### src/sv/gbdd_pkg.sv
// ----------------------------------------------------------------------------
// gbdd_pkg: shared definitions for the gyro band dwell detector
// Register map codes, band status codes, sequencer states and default sizes.
// ----------------------------------------------------------------------------
package gbdd_pkg;

  // Default sizes for the top-level parameters
  localparam int WINDOW_DEF    = 100;
  localparam int RATE_BITS_DEF = 16;

  // Configuration port
  localparam int ADDR_W    = 5;
  localparam int REG_IDX_W = 3;
  localparam int DATA_W    = 32;

  localparam logic [REG_IDX_W-1:0] REG_ARMED       = 3'd0;
  localparam logic [REG_IDX_W-1:0] REG_AXIS_SELECT = 3'd1;
  localparam logic [REG_IDX_W-1:0] REG_LOW_BOUND   = 3'd2;
  localparam logic [REG_IDX_W-1:0] REG_HIGH_BOUND  = 3'd3;
  localparam logic [REG_IDX_W-1:0] REG_DWELL_MS    = 3'd4;
  localparam logic [REG_IDX_W-1:0] REG_RATE_OFFSET = 3'd5;

  localparam logic [7:0] RATE_OFFSET_RST = 8'd2;

  // Band status codes
  localparam logic [1:0] STATUS_IDLE    = 2'd0;
  localparam logic [1:0] STATUS_IN_BAND = 2'd1;
  localparam logic [1:0] STATUS_BELOW   = 2'd2;
  localparam logic [1:0] STATUS_ABOVE   = 2'd3;

  // Result word: band_status, movement_detected, averaged_rate, zero pad
  localparam int AVG_W   = 17;
  localparam int AVG_MAX = 65535;
  localparam int AVG_MIN = -65536;
  localparam int OUT_W   = 24;

  // Sequencer states
  typedef enum logic [2:0] {
    S_IDLE,
    S_READ,
    S_UPDATE,
    S_DIV,
    S_CLASS
  } state_t;

endpackage

### src/sv/gyro_band_dwell_detector.sv
// ----------------------------------------------------------------------------
// gyro_band_dwell_detector: moving-average band comparator with dwell timer
// Averages |rate| per axis over a sliding window, subtracts an offset from the
// selected axis, classifies it against a band and latches movement after the
// value has stayed in band for the dwell time.
// ----------------------------------------------------------------------------
//
//  channel   direction  handshake             contents
//  s_axis    in         tvalid/tready         rate_x, rate_z, now_ms
//  m_axis    out        tvalid/tready         band_status, movement, average
//  apb       in         psel/penable/pready   six config registers, 4*i
//
// An item passes the accept, history read, sum update, divide and classify
// steps before the next accept. The restoring divider produces one quotient
// bit per cycle over SUM_W bits, where SUM_W = RATE_BITS + clog2(WINDOW+1);
// a new sample is not taken until the current one has been classified.
// A new sample is accepted while the previous result still waits on m_axis;
// the classify step holds until the output register is free.
// Synchronous reset clears sums, fill count, detection state and registers;
// the history memory is not cleared and its read data is only used once it has been filled.
//
module gyro_band_dwell_detector
  import gbdd_pkg::*;
#(
  parameter int  WINDOW    = WINDOW_DEF,
  parameter int  RATE_BITS = RATE_BITS_DEF,
  localparam int IN_W      = ((2 * RATE_BITS + 32 + 7) / 8) * 8
) (
  input  logic              clk,
  input  logic              rst,
  // sample stream
  input  logic              s_axis_tvalid,
  output logic              s_axis_tready,
  input  logic [IN_W-1:0]   s_axis_tdata,   // rate_x, rate_z, now_ms, zero pad
  // result stream
  output logic              m_axis_tvalid,
  input  logic              m_axis_tready,
  output logic [OUT_W-1:0]  m_axis_tdata,   // band_status, movement_detected,
                                            // averaged_rate, zero pad
  // configuration
  input  logic              psel,
  input  logic              penable,
  input  logic              pwrite,
  input  logic [ADDR_W-1:0] paddr,
  input  logic [DATA_W-1:0] pwdata,
  output logic [DATA_W-1:0] prdata,
  output logic              pready
);

  localparam int CNT_W  = $clog2(WINDOW + 1);
  localparam int IDX_W  = (WINDOW > 1) ? $clog2(WINDOW) : 1;
  localparam int SUM_W  = RATE_BITS + CNT_W;
  localparam int DCNT_W = $clog2(SUM_W + 1);
  localparam int VAL_W  = SUM_W + 2;

  // --------------------------------------------------------------------------
  // Configuration registers
  // --------------------------------------------------------------------------
  logic               armed;
  logic               axis_select;
  logic signed [15:0] low_bound;
  logic signed [15:0] high_bound;
  logic [31:0]        dwell_ms;
  logic [7:0]         rate_offset;

  logic                 cfg_wr;
  logic                 cfg_hit;
  logic [REG_IDX_W-1:0] cfg_idx;

  assign pready  = 1'b1;
  assign cfg_idx = paddr[REG_IDX_W+1:2];
  assign cfg_wr  = psel && penable && pwrite && pready;

  // Decode a valid register index
  always_comb begin
    case (cfg_idx)
      REG_ARMED, REG_AXIS_SELECT, REG_LOW_BOUND,
      REG_HIGH_BOUND, REG_DWELL_MS, REG_RATE_OFFSET: cfg_hit = 1'b1;
      default:                                       cfg_hit = 1'b0;
    endcase
  end

  // Write the addressed register
  always_ff @(posedge clk) begin
    if (rst) begin
      armed       <= 1'b0;
      axis_select <= 1'b0;
      low_bound   <= '0;
      high_bound  <= '0;
      dwell_ms    <= '0;
      rate_offset <= RATE_OFFSET_RST;
    end else if (cfg_wr) begin
      case (cfg_idx)
        REG_ARMED:       armed       <= pwdata[0];
        REG_AXIS_SELECT: axis_select <= pwdata[0];
        REG_LOW_BOUND:   low_bound   <= pwdata[15:0];
        REG_HIGH_BOUND:  high_bound  <= pwdata[15:0];
        REG_DWELL_MS:    dwell_ms    <= pwdata;
        REG_RATE_OFFSET: rate_offset <= pwdata[7:0];
        default: ;
      endcase
    end
  end

  // Read back the addressed register
  always_comb begin
    case (cfg_idx)
      REG_ARMED:       prdata = {31'd0, armed};
      REG_AXIS_SELECT: prdata = {31'd0, axis_select};
      REG_LOW_BOUND:   prdata = {16'd0, low_bound};
      REG_HIGH_BOUND:  prdata = {16'd0, high_bound};
      REG_DWELL_MS:    prdata = dwell_ms;
      REG_RATE_OFFSET: prdata = {24'd0, rate_offset};
      default:         prdata = '0;
    endcase
  end

  // --------------------------------------------------------------------------
  // Sequencer
  // --------------------------------------------------------------------------
  state_t state, state_next;

  logic              take_in;
  logic              do_read;
  logic              do_update;
  logic              do_div;
  logic              do_commit;
  logic              out_free;
  logic [DCNT_W-1:0] div_cnt;

  assign out_free = !m_axis_tvalid || m_axis_tready;

  always_ff @(posedge clk) begin
    if (rst) state <= S_IDLE;
    else     state <= state_next;
  end

  // Next state
  always_comb begin
    state_next = state;
    case (state)
      S_IDLE:   if (s_axis_tvalid) state_next = S_READ;
      S_READ:   state_next = S_UPDATE;
      S_UPDATE: state_next = S_DIV;
      S_DIV:    if (div_cnt == DCNT_W'(SUM_W - 1)) state_next = S_CLASS;
      S_CLASS:  if (out_free) state_next = S_IDLE;
      default:  state_next = S_IDLE;
    endcase
  end

  // Sequencer outputs
  always_comb begin
    s_axis_tready = 1'b0;
    do_read       = 1'b0;
    do_update     = 1'b0;
    do_div        = 1'b0;
    do_commit     = 1'b0;
    case (state)
      S_IDLE:   s_axis_tready = 1'b1;
      S_READ:   do_read       = 1'b1;
      S_UPDATE: do_update     = 1'b1;
      S_DIV:    do_div        = 1'b1;
      S_CLASS:  do_commit     = out_free;
      default: ;
    endcase
  end

  assign take_in = s_axis_tvalid && s_axis_tready;

  // --------------------------------------------------------------------------
  // Input capture: absolute rates and timestamp
  // --------------------------------------------------------------------------
  logic [RATE_BITS-1:0] raw_x, raw_z, abs_x, abs_z;
  logic [RATE_BITS-1:0] in_x, in_z;
  logic [31:0]          in_now;

  assign raw_x = s_axis_tdata[RATE_BITS-1:0];
  assign raw_z = s_axis_tdata[2*RATE_BITS-1:RATE_BITS];
  // The most negative code maps to its magnitude as an unsigned value
  assign abs_x = raw_x[RATE_BITS-1] ? RATE_BITS'(~raw_x + 1'b1) : raw_x;
  assign abs_z = raw_z[RATE_BITS-1] ? RATE_BITS'(~raw_z + 1'b1) : raw_z;

  always_ff @(posedge clk) begin
    if (take_in) begin
      in_x   <= abs_x;
      in_z   <= abs_z;
      in_now <= s_axis_tdata[2*RATE_BITS+31:2*RATE_BITS];
    end
  end

  // --------------------------------------------------------------------------
  // History memory, both axes in one word
  // --------------------------------------------------------------------------
  logic [2*RATE_BITS-1:0] hist [WINDOW];
  logic [2*RATE_BITS-1:0] rd_data;
  logic [IDX_W-1:0]       write_slot;
  logic [CNT_W-1:0]       fill_count;

  always_ff @(posedge clk) begin
    if (do_read)   rd_data <= hist[write_slot];
    if (do_update) hist[write_slot] <= {in_z, in_x};
  end

  // --------------------------------------------------------------------------
  // Window sums, fill count and write slot
  // --------------------------------------------------------------------------
  logic [SUM_W-1:0] sum_x, sum_z, sum_x_next, sum_z_next;
  logic [CNT_W-1:0] fill_next;
  logic             full;

  assign full = (fill_count == CNT_W'(WINDOW));

  // Drop the oldest sample once the window is full, add the new one
  always_comb begin
    sum_x_next = sum_x + SUM_W'(in_x)
               - (full ? SUM_W'(rd_data[RATE_BITS-1:0]) : '0);
    sum_z_next = sum_z + SUM_W'(in_z)
               - (full ? SUM_W'(rd_data[2*RATE_BITS-1:RATE_BITS]) : '0);
    fill_next  = full ? fill_count : fill_count + 1'b1;
  end

  always_ff @(posedge clk) begin
    if (rst) begin
      sum_x      <= '0;
      sum_z      <= '0;
      fill_count <= '0;
      write_slot <= '0;
    end else if (do_update) begin
      sum_x      <= sum_x_next;
      sum_z      <= sum_z_next;
      fill_count <= fill_next;
      write_slot <= (write_slot == IDX_W'(WINDOW - 1)) ? '0 : write_slot + 1'b1;
    end
  end

  // --------------------------------------------------------------------------
  // Restoring divider: sum / fill count, one quotient bit per cycle
  // --------------------------------------------------------------------------
  logic [SUM_W-1:0] quo;
  logic [CNT_W-1:0] rem;
  logic [CNT_W-1:0] divisor;
  logic [CNT_W:0]   trial;
  logic             trial_ge;

  assign trial    = {rem, quo[SUM_W-1]};
  assign trial_ge = (trial >= {1'b0, divisor});

  always_ff @(posedge clk) begin
    if (do_update) begin
      quo     <= axis_select ? sum_z_next : sum_x_next;
      divisor <= fill_next;
      rem     <= '0;
      div_cnt <= '0;
    end else if (do_div) begin
      quo     <= {quo[SUM_W-2:0], trial_ge};
      rem     <= trial_ge ? CNT_W'(trial - {1'b0, divisor}) : CNT_W'(trial);
      div_cnt <= div_cnt + 1'b1;
    end
  end

  // --------------------------------------------------------------------------
  // Offset, saturate and classify
  // --------------------------------------------------------------------------
  logic signed [VAL_W-1:0] val_full;
  logic signed [AVG_W-1:0] val_sat;
  logic                    above, below;
  logic [31:0]             elapsed;

  assign val_full = $signed({2'b00, quo}) - $signed({{(VAL_W-8){1'b0}}, rate_offset});

  always_comb begin
    if (val_full > AVG_MAX)      val_sat = AVG_W'(AVG_MAX);
    else if (val_full < AVG_MIN) val_sat = AVG_W'(AVG_MIN);
    else                         val_sat = AVG_W'(val_full);
  end

  assign above = (val_sat > high_bound);
  assign below = (val_sat < low_bound);

  // --------------------------------------------------------------------------
  // Dwell timer and movement latch
  // --------------------------------------------------------------------------
  logic        movement_latched, movement_next;
  logic        dwell_running, dwell_running_next;
  logic [31:0] dwell_start, dwell_start_next;
  logic [1:0]  last_status, status_next;

  assign elapsed = in_now - dwell_start;

  always_comb begin
    movement_next      = movement_latched;
    dwell_running_next = dwell_running;
    dwell_start_next   = dwell_start;
    status_next        = last_status;
    if (!armed) begin
      movement_next      = 1'b0;
      dwell_running_next = 1'b0;
      dwell_start_next   = '0;
      status_next        = STATUS_IDLE;
    end else if (movement_latched) begin
      status_next = last_status;
    end else if (above) begin
      dwell_running_next = 1'b0;
      dwell_start_next   = '0;
      status_next        = STATUS_ABOVE;
    end else if (below) begin
      dwell_running_next = 1'b0;
      dwell_start_next   = '0;
      status_next        = STATUS_BELOW;
    end else begin
      status_next = STATUS_IN_BAND;
      if (!dwell_running) begin
        dwell_running_next = 1'b1;
        dwell_start_next   = in_now;
      end else if (elapsed >= dwell_ms) begin
        movement_next      = 1'b1;
        dwell_running_next = 1'b0;
        dwell_start_next   = '0;
      end
    end
  end

  // Clear on any valid config write, advance on commit
  always_ff @(posedge clk) begin
    if (rst || (cfg_wr && cfg_hit)) begin
      movement_latched <= 1'b0;
      dwell_running    <= 1'b0;
      dwell_start      <= '0;
      last_status      <= STATUS_IDLE;
    end else if (do_commit) begin
      movement_latched <= movement_next;
      dwell_running    <= dwell_running_next;
      dwell_start      <= dwell_start_next;
      last_status      <= status_next;
    end
  end

  // --------------------------------------------------------------------------
  // Output register
  // --------------------------------------------------------------------------
  always_ff @(posedge clk) begin
    if (rst) begin
      m_axis_tvalid <= 1'b0;
    end else if (do_commit) begin
      m_axis_tvalid <= 1'b1;
    end else if (m_axis_tready) begin
      m_axis_tvalid <= 1'b0;
    end
  end

  always_ff @(posedge clk) begin
    if (do_commit) begin
      m_axis_tdata <= {{(OUT_W - AVG_W - 3){1'b0}}, val_sat, movement_next, status_next};
    end
  end

  // --------------------------------------------------------------------------
  // Assertions
  // --------------------------------------------------------------------------
  a_fill_bound: assert property (@(posedge clk) disable iff (rst)
    fill_count <= CNT_W'(WINDOW))
    else $error("fill count beyond window");

  a_slot_bound: assert property (@(posedge clk) disable iff (rst)
    write_slot <= IDX_W'(WINDOW - 1))
    else $error("write slot beyond window");

  a_slot_tracks_fill: assert property (@(posedge clk) disable iff (rst)
    !full |-> (CNT_W'(write_slot) == fill_count))
    else $error("write slot out of step with fill count while filling");

  a_latch_stops_timer: assert property (@(posedge clk) disable iff (rst)
    movement_latched |-> !dwell_running)
    else $error("dwell timer running after movement latched");

  a_load_from_class: assert property (@(posedge clk) disable iff (rst)
    $rose(m_axis_tvalid) |-> ($past(state) == S_CLASS))
    else $error("result loaded outside classify step");

endmodule
### config.mk
export PLATFORM = sky130hd
export DESIGN_NAME = gyro_band_dwell_detector
export DESIGN_NICKNAME = d
export VERILOG_FILES = /design/src/sv/gbdd_pkg.sv /design/src/sv/gyro_band_dwell_detector.sv
export SDC_FILE = /design/constraint.sdc
export NUM_CORES = 2
export LEC_CHECK = 0
export BUFFER_PORTS_ARGS = -buffer_cell sky130_fd_sc_hd__buf_2
export CAP_MARGIN = 30
export CORE_AREA = 2 2 468 470
export CTS_CLUSTER_DIAMETER = 40
export CTS_CLUSTER_SIZE = 16
export DETAILED_ROUTE_END_ITERATION = 6
export DIE_AREA = 0 0 470 472
export PLACE_DENSITY_LB_ADDON = 0.2
export SLEW_MARGIN = 30
export SYNTH_ARGS = -nofsm -noshare
export SYNTH_HDL_FRONTEND = slang
export SYNTH_SLANG_ARGS = --single-unit
### constraint.sdc
create_clock -name clk -period 8.2 [get_ports clk]
set_clock_uncertainty 0.1 [all_clocks]
set_input_delay 0.82 -clock clk [delete_from_list [all_inputs] [get_ports clk]]
set_output_delay 0.82 -clock clk [all_outputs]
set_load 0.05 [all_outputs]
==> summary.md <==
| Metric | Value |
|---|---|
| Outcome | `finished, violations left` |
| Violations in the final reports | `DRC` |
| Setup repair after global routing missed its margin | `no` |
| Worst Hold Class | `input port to flip-flop` |
| Final setup margin | `1.15 ns` |
| First-pass GRT wire length | `573000 um` |
| Seq cells post-synth | `3532` |
| CTS max path bufs | `4` |
| Post-route cell area | `157000 sq um` |
| Via count | `84200` |
| CP cell instances | `inv_1, ha_1, nor2b_1, o31a_1, o41a_1, or4b_1, a21oi_1, nor2_1, and3b_1, or2_2, o21ai_0, ha_1, a21o_1, a21o_1, a2111oi_0, o21ai_0, nor2_1, o2111ai_1, a31oi_1, xnor2_2, nor2_4, a41oi_4, buf_4, mux2i_1` |
| Site row count | `171` |
| Post-CTS setup buffer count | `0` |
| CP Launch Type | `flip-flop` |
| Crit Path Max Fanout | `32` |
| Worst reg2reg setup slack | `1.15 ns` |
| GP Congestion | `0.953` |
| Buf/Inv on CP | `2` |
| Pwr/cell area | `268 nW/um^2` |
| Post-route DRC | `13` |
| Clock latency on the worst-skew pair | `1.02 ns` |
| Top_reg_cell synth | `edfxtp_1` |
| Least-Margin Pin Slew | `1.19 ns` |
| Slew Limit Fails | `0` |
| Port Buffer Count | `159` |
| Placed Cells | `11100` |
| Crit path DAT | `7.86 ns` |
| Die X | `470 um` |
| CTS tree | `built` |
| Maximum capacitance violations | `0` |
| Delay-heaviest family, CP | `compound AO/OA/AOI/OAI gates` |
| Slew HR | `20.1%` |
| Power, Total | `42.2 mW` |
| Sequential area share after synthesis | `76.6%` |
| Slowest cell on crit path | `or4b_1` |
| Crit. End Element | `flip-flop` |
| Setup CP Type | `flip-flop to flip-flop` |
| Final WL | `403000 um` |
| Leakage | `50.0 nW` |
| 1st-pass router iterations | `7` |
| Initial drt markers | `13400` |
| Sum Neg Setup Slack | `0 ns` |
| Synth warn | `0` |
| Initial antenna violation count | `33` |
| Count of cell types in the netlist | `83` |
| Final ANT Viol Nets | `0` |
| Total CTS buffers | `431` |
| HPWL Detailed | `229000 um` |
| Global Route Usage Sum | `36.0%` |
| Number of synthesized flops with an enable pin | `3346` |
| Post-synth top area cell | `edfxtp_1` |
| Required time worst endpoint | `9.01 ns` |
| Peak VDD IR | `0.000244 V` |
| Initial Utilization | `62.8%` |
| Final std cells w/o fill | `12000` |
| Layout area overhead | `15.8%` |
| Fmax | `142 MHz` |
| Syn Std Cell Area | `136000 sq um` |
| Clock Sinks | `3532` |
| Fill cell count | `12800` |
| Top cells by area, synth | `edfxtp_1 74%, a22oi_1 5.4%, dfxtp_1 2.7%` |
| IO Pins | `167` |
| Period utilization | `86.0%` |
| Global route overflow | `0` |
| Largest stage delay, worst path | `0.57 ns` |
| Gate Count Post-Synth | `8343` |
| Layout Nets | `9088` |
| FFs w/ async S/R, synth | `0%` |
| Vias in the first global route | `80500` |
| H-tree levels | `5` |
| Largest net degree at the start of global routing | `106` |
| Root buffer cell | `clkbuf_16` |
| Die Y | `472 um` |
| Fin crit period | `7.05 ns` |
| Drt wl/cell | `33.6 um` |
| Setup violators final | `0` |
| Drt via density | `7.02` |
| Fin. Hold Viols | `0` |
| Proportion of layout cells with a drive suffix above 1 | `15.4%` |
| Core Area | `217000 sq um` |
| Synth top area share | `73.9%` |
| Post-Place Setup Slack | `1.26 ns` |
| Die area | `222000 sq um` |
| Placed Area | `142000 sq um` |
| Reg clk slew, reported paths | `0.06 ns` |
| Syn Area/Cell | `16.3 sq um` |
cells by family after synthesis:
| logic type | synth area share (%) |
|---|---|
| DFF | 76.6 |
| AOI/OAI and AO/OA | 13.1 |
| and+or+nand+nor | 4.02 |
| buffers and inverters | 2.23 |
| adders and majority gates | 2.02 |
| xor gates and xnor gates | 0.785 |
| muxes | 1.18 |
| other | 0.00552 |
report_power, final:
group          internal (mW)  leakage (nW)  switching (mW)
logic                  0.920          11.4            2.12
clock network           11.1          7.01            7.93
registers               20.0          31.6           0.103
total                   32.1          50.0            10.2
synth_stat cells (31+ instances only):
library cell,number
xnor2_1,92
a31oi_1,225
dfxtp_1,186
ha_1,164
a22o_1,288
nand4_1,164
a221oi_1,288
nor2b_1,31
o211ai_1,32
nor2_1,230
a22oi_1,973
clkbuf_1,374
mux4_2,35
a21o_1,49
edfxtp_1,3346
fa_1,35
nand3_1,45
nand2_1,421
buf_1,128
mux2i_1,81
a21oi_1,256
inv_1,280
nor3_1,61
and2_1,41
o21ai_0,155
repair_timing:
item | in CTS | in global routing
hold buffers | 65 | 0
endpoints found under the hold margin | 85 | 0
resized for setup | 0 | 0
final timing paths:
check | from | to | cells after the start
worst min-delay path | pwdata[1] | high_bound[1] | 3
worst max register to register | rate_offset[2] | dwell_start[12] | 24
worst max-delay path | rate_offset[2] | dwell_start[12] | 24
worst min register to register | dwell_start[20] | dwell_start[20] | 2
placed cells by master, fill, tap and decap left out, drive strengths merged, types with 23 or more instances in the layout:
cell         netlist  final
edfxtp          3346   3346
a22oi            973    973
clkbuf           374    458
buf              141    452
nand2            421    421
inv              280    401
a221oi           288    288
a22o             288    288
a21oi            256    256
nor2             231    231
a31oi            225    225
dfxtp            186    186
o21ai            165    165
nand4            164    164
ha               164    164
clkinv             0    126
xnor2             93     93
mux2i             81     81
dlygate4sd3        0     65
nor3              62     62
a21o              49     49
nand3             45     45
clkinvlp           0     41
and2              41     41
mux4              35     35
fa                35     35
bufinv             0     35
o211ai            32     32
nor2b             31     31
xor2              28     28
nor4              28     28
nand2b            27     27
or3               23     23
layer usage:
metal,wire length (um),track usage [%]
met5,158,0
met1,141000,49.0
met3,59300,10.9
met4,23800,18.8
met2,179000,53.0
area by class of cell:
cell class                      instances  area [sq um]  share of cell area (%)
Antenna cell                           11          27.5                  0.0175
Clock buffer                          458         11000                    7.00
Clock inverter                        323          3480                    2.21
Inverter                              280          1050                   0.668
Multi-Input combinational cell       4019         29800                    18.9
Sequential cell                      3532        104000                    66.2
Tap cell                             2854          3570                    2.27
Timing Repair Buffer                  517          4280                    2.72
per-stage QoR:
| step | utilization [%] | hold slack [ns] |
|---|---|---|
| after detailed placement | 65.6 | 0.346 |
| after global placement | 65.4 | 0.342 |
| after global routing | 72.7 | 0.0713 |
| final | 72.7 | 0.0589 |
| after CTS | 72.6 | 0.00785 |
| after floorplan | - | 0.332 |
state kept, by name, indices dropped and copies added (netlist names), 16 cells and up:
signal        flops
m_axis_tdata     20
dwell_start      32
sum_z            23
in_now           32
in_z             16
low_bound        16
hist           3200
rd_data          32
in_x             16
quo              23
sum_x            23
dwell_ms         32
high_bound       16
worst register-to-register path, cell delays in order, from the launching register on:
cell       delay, ns
dfxtp_1         0.37
inv_1           0.07
ha_1            0.34
nor2b_1         0.18
o31a_1          0.27
o41a_1          0.54
or4b_1          0.57
a21oi_1         0.18
nor2_1          0.07
and3b_1         0.23
or2_2           0.26
o21ai_0         0.24
ha_1            0.35
a21o_1          0.17
a21o_1          0.18
a2111oi_0       0.54
o21ai_0         0.26
nor2_1          0.21
o2111ai_1       0.14
a31oi_1         0.31
xnor2_2         0.22
nor2_4          0.10
a41oi_4         0.20
buf_4           0.52
mux2i_1         0.37
Power figures use the tool's default switching activity.
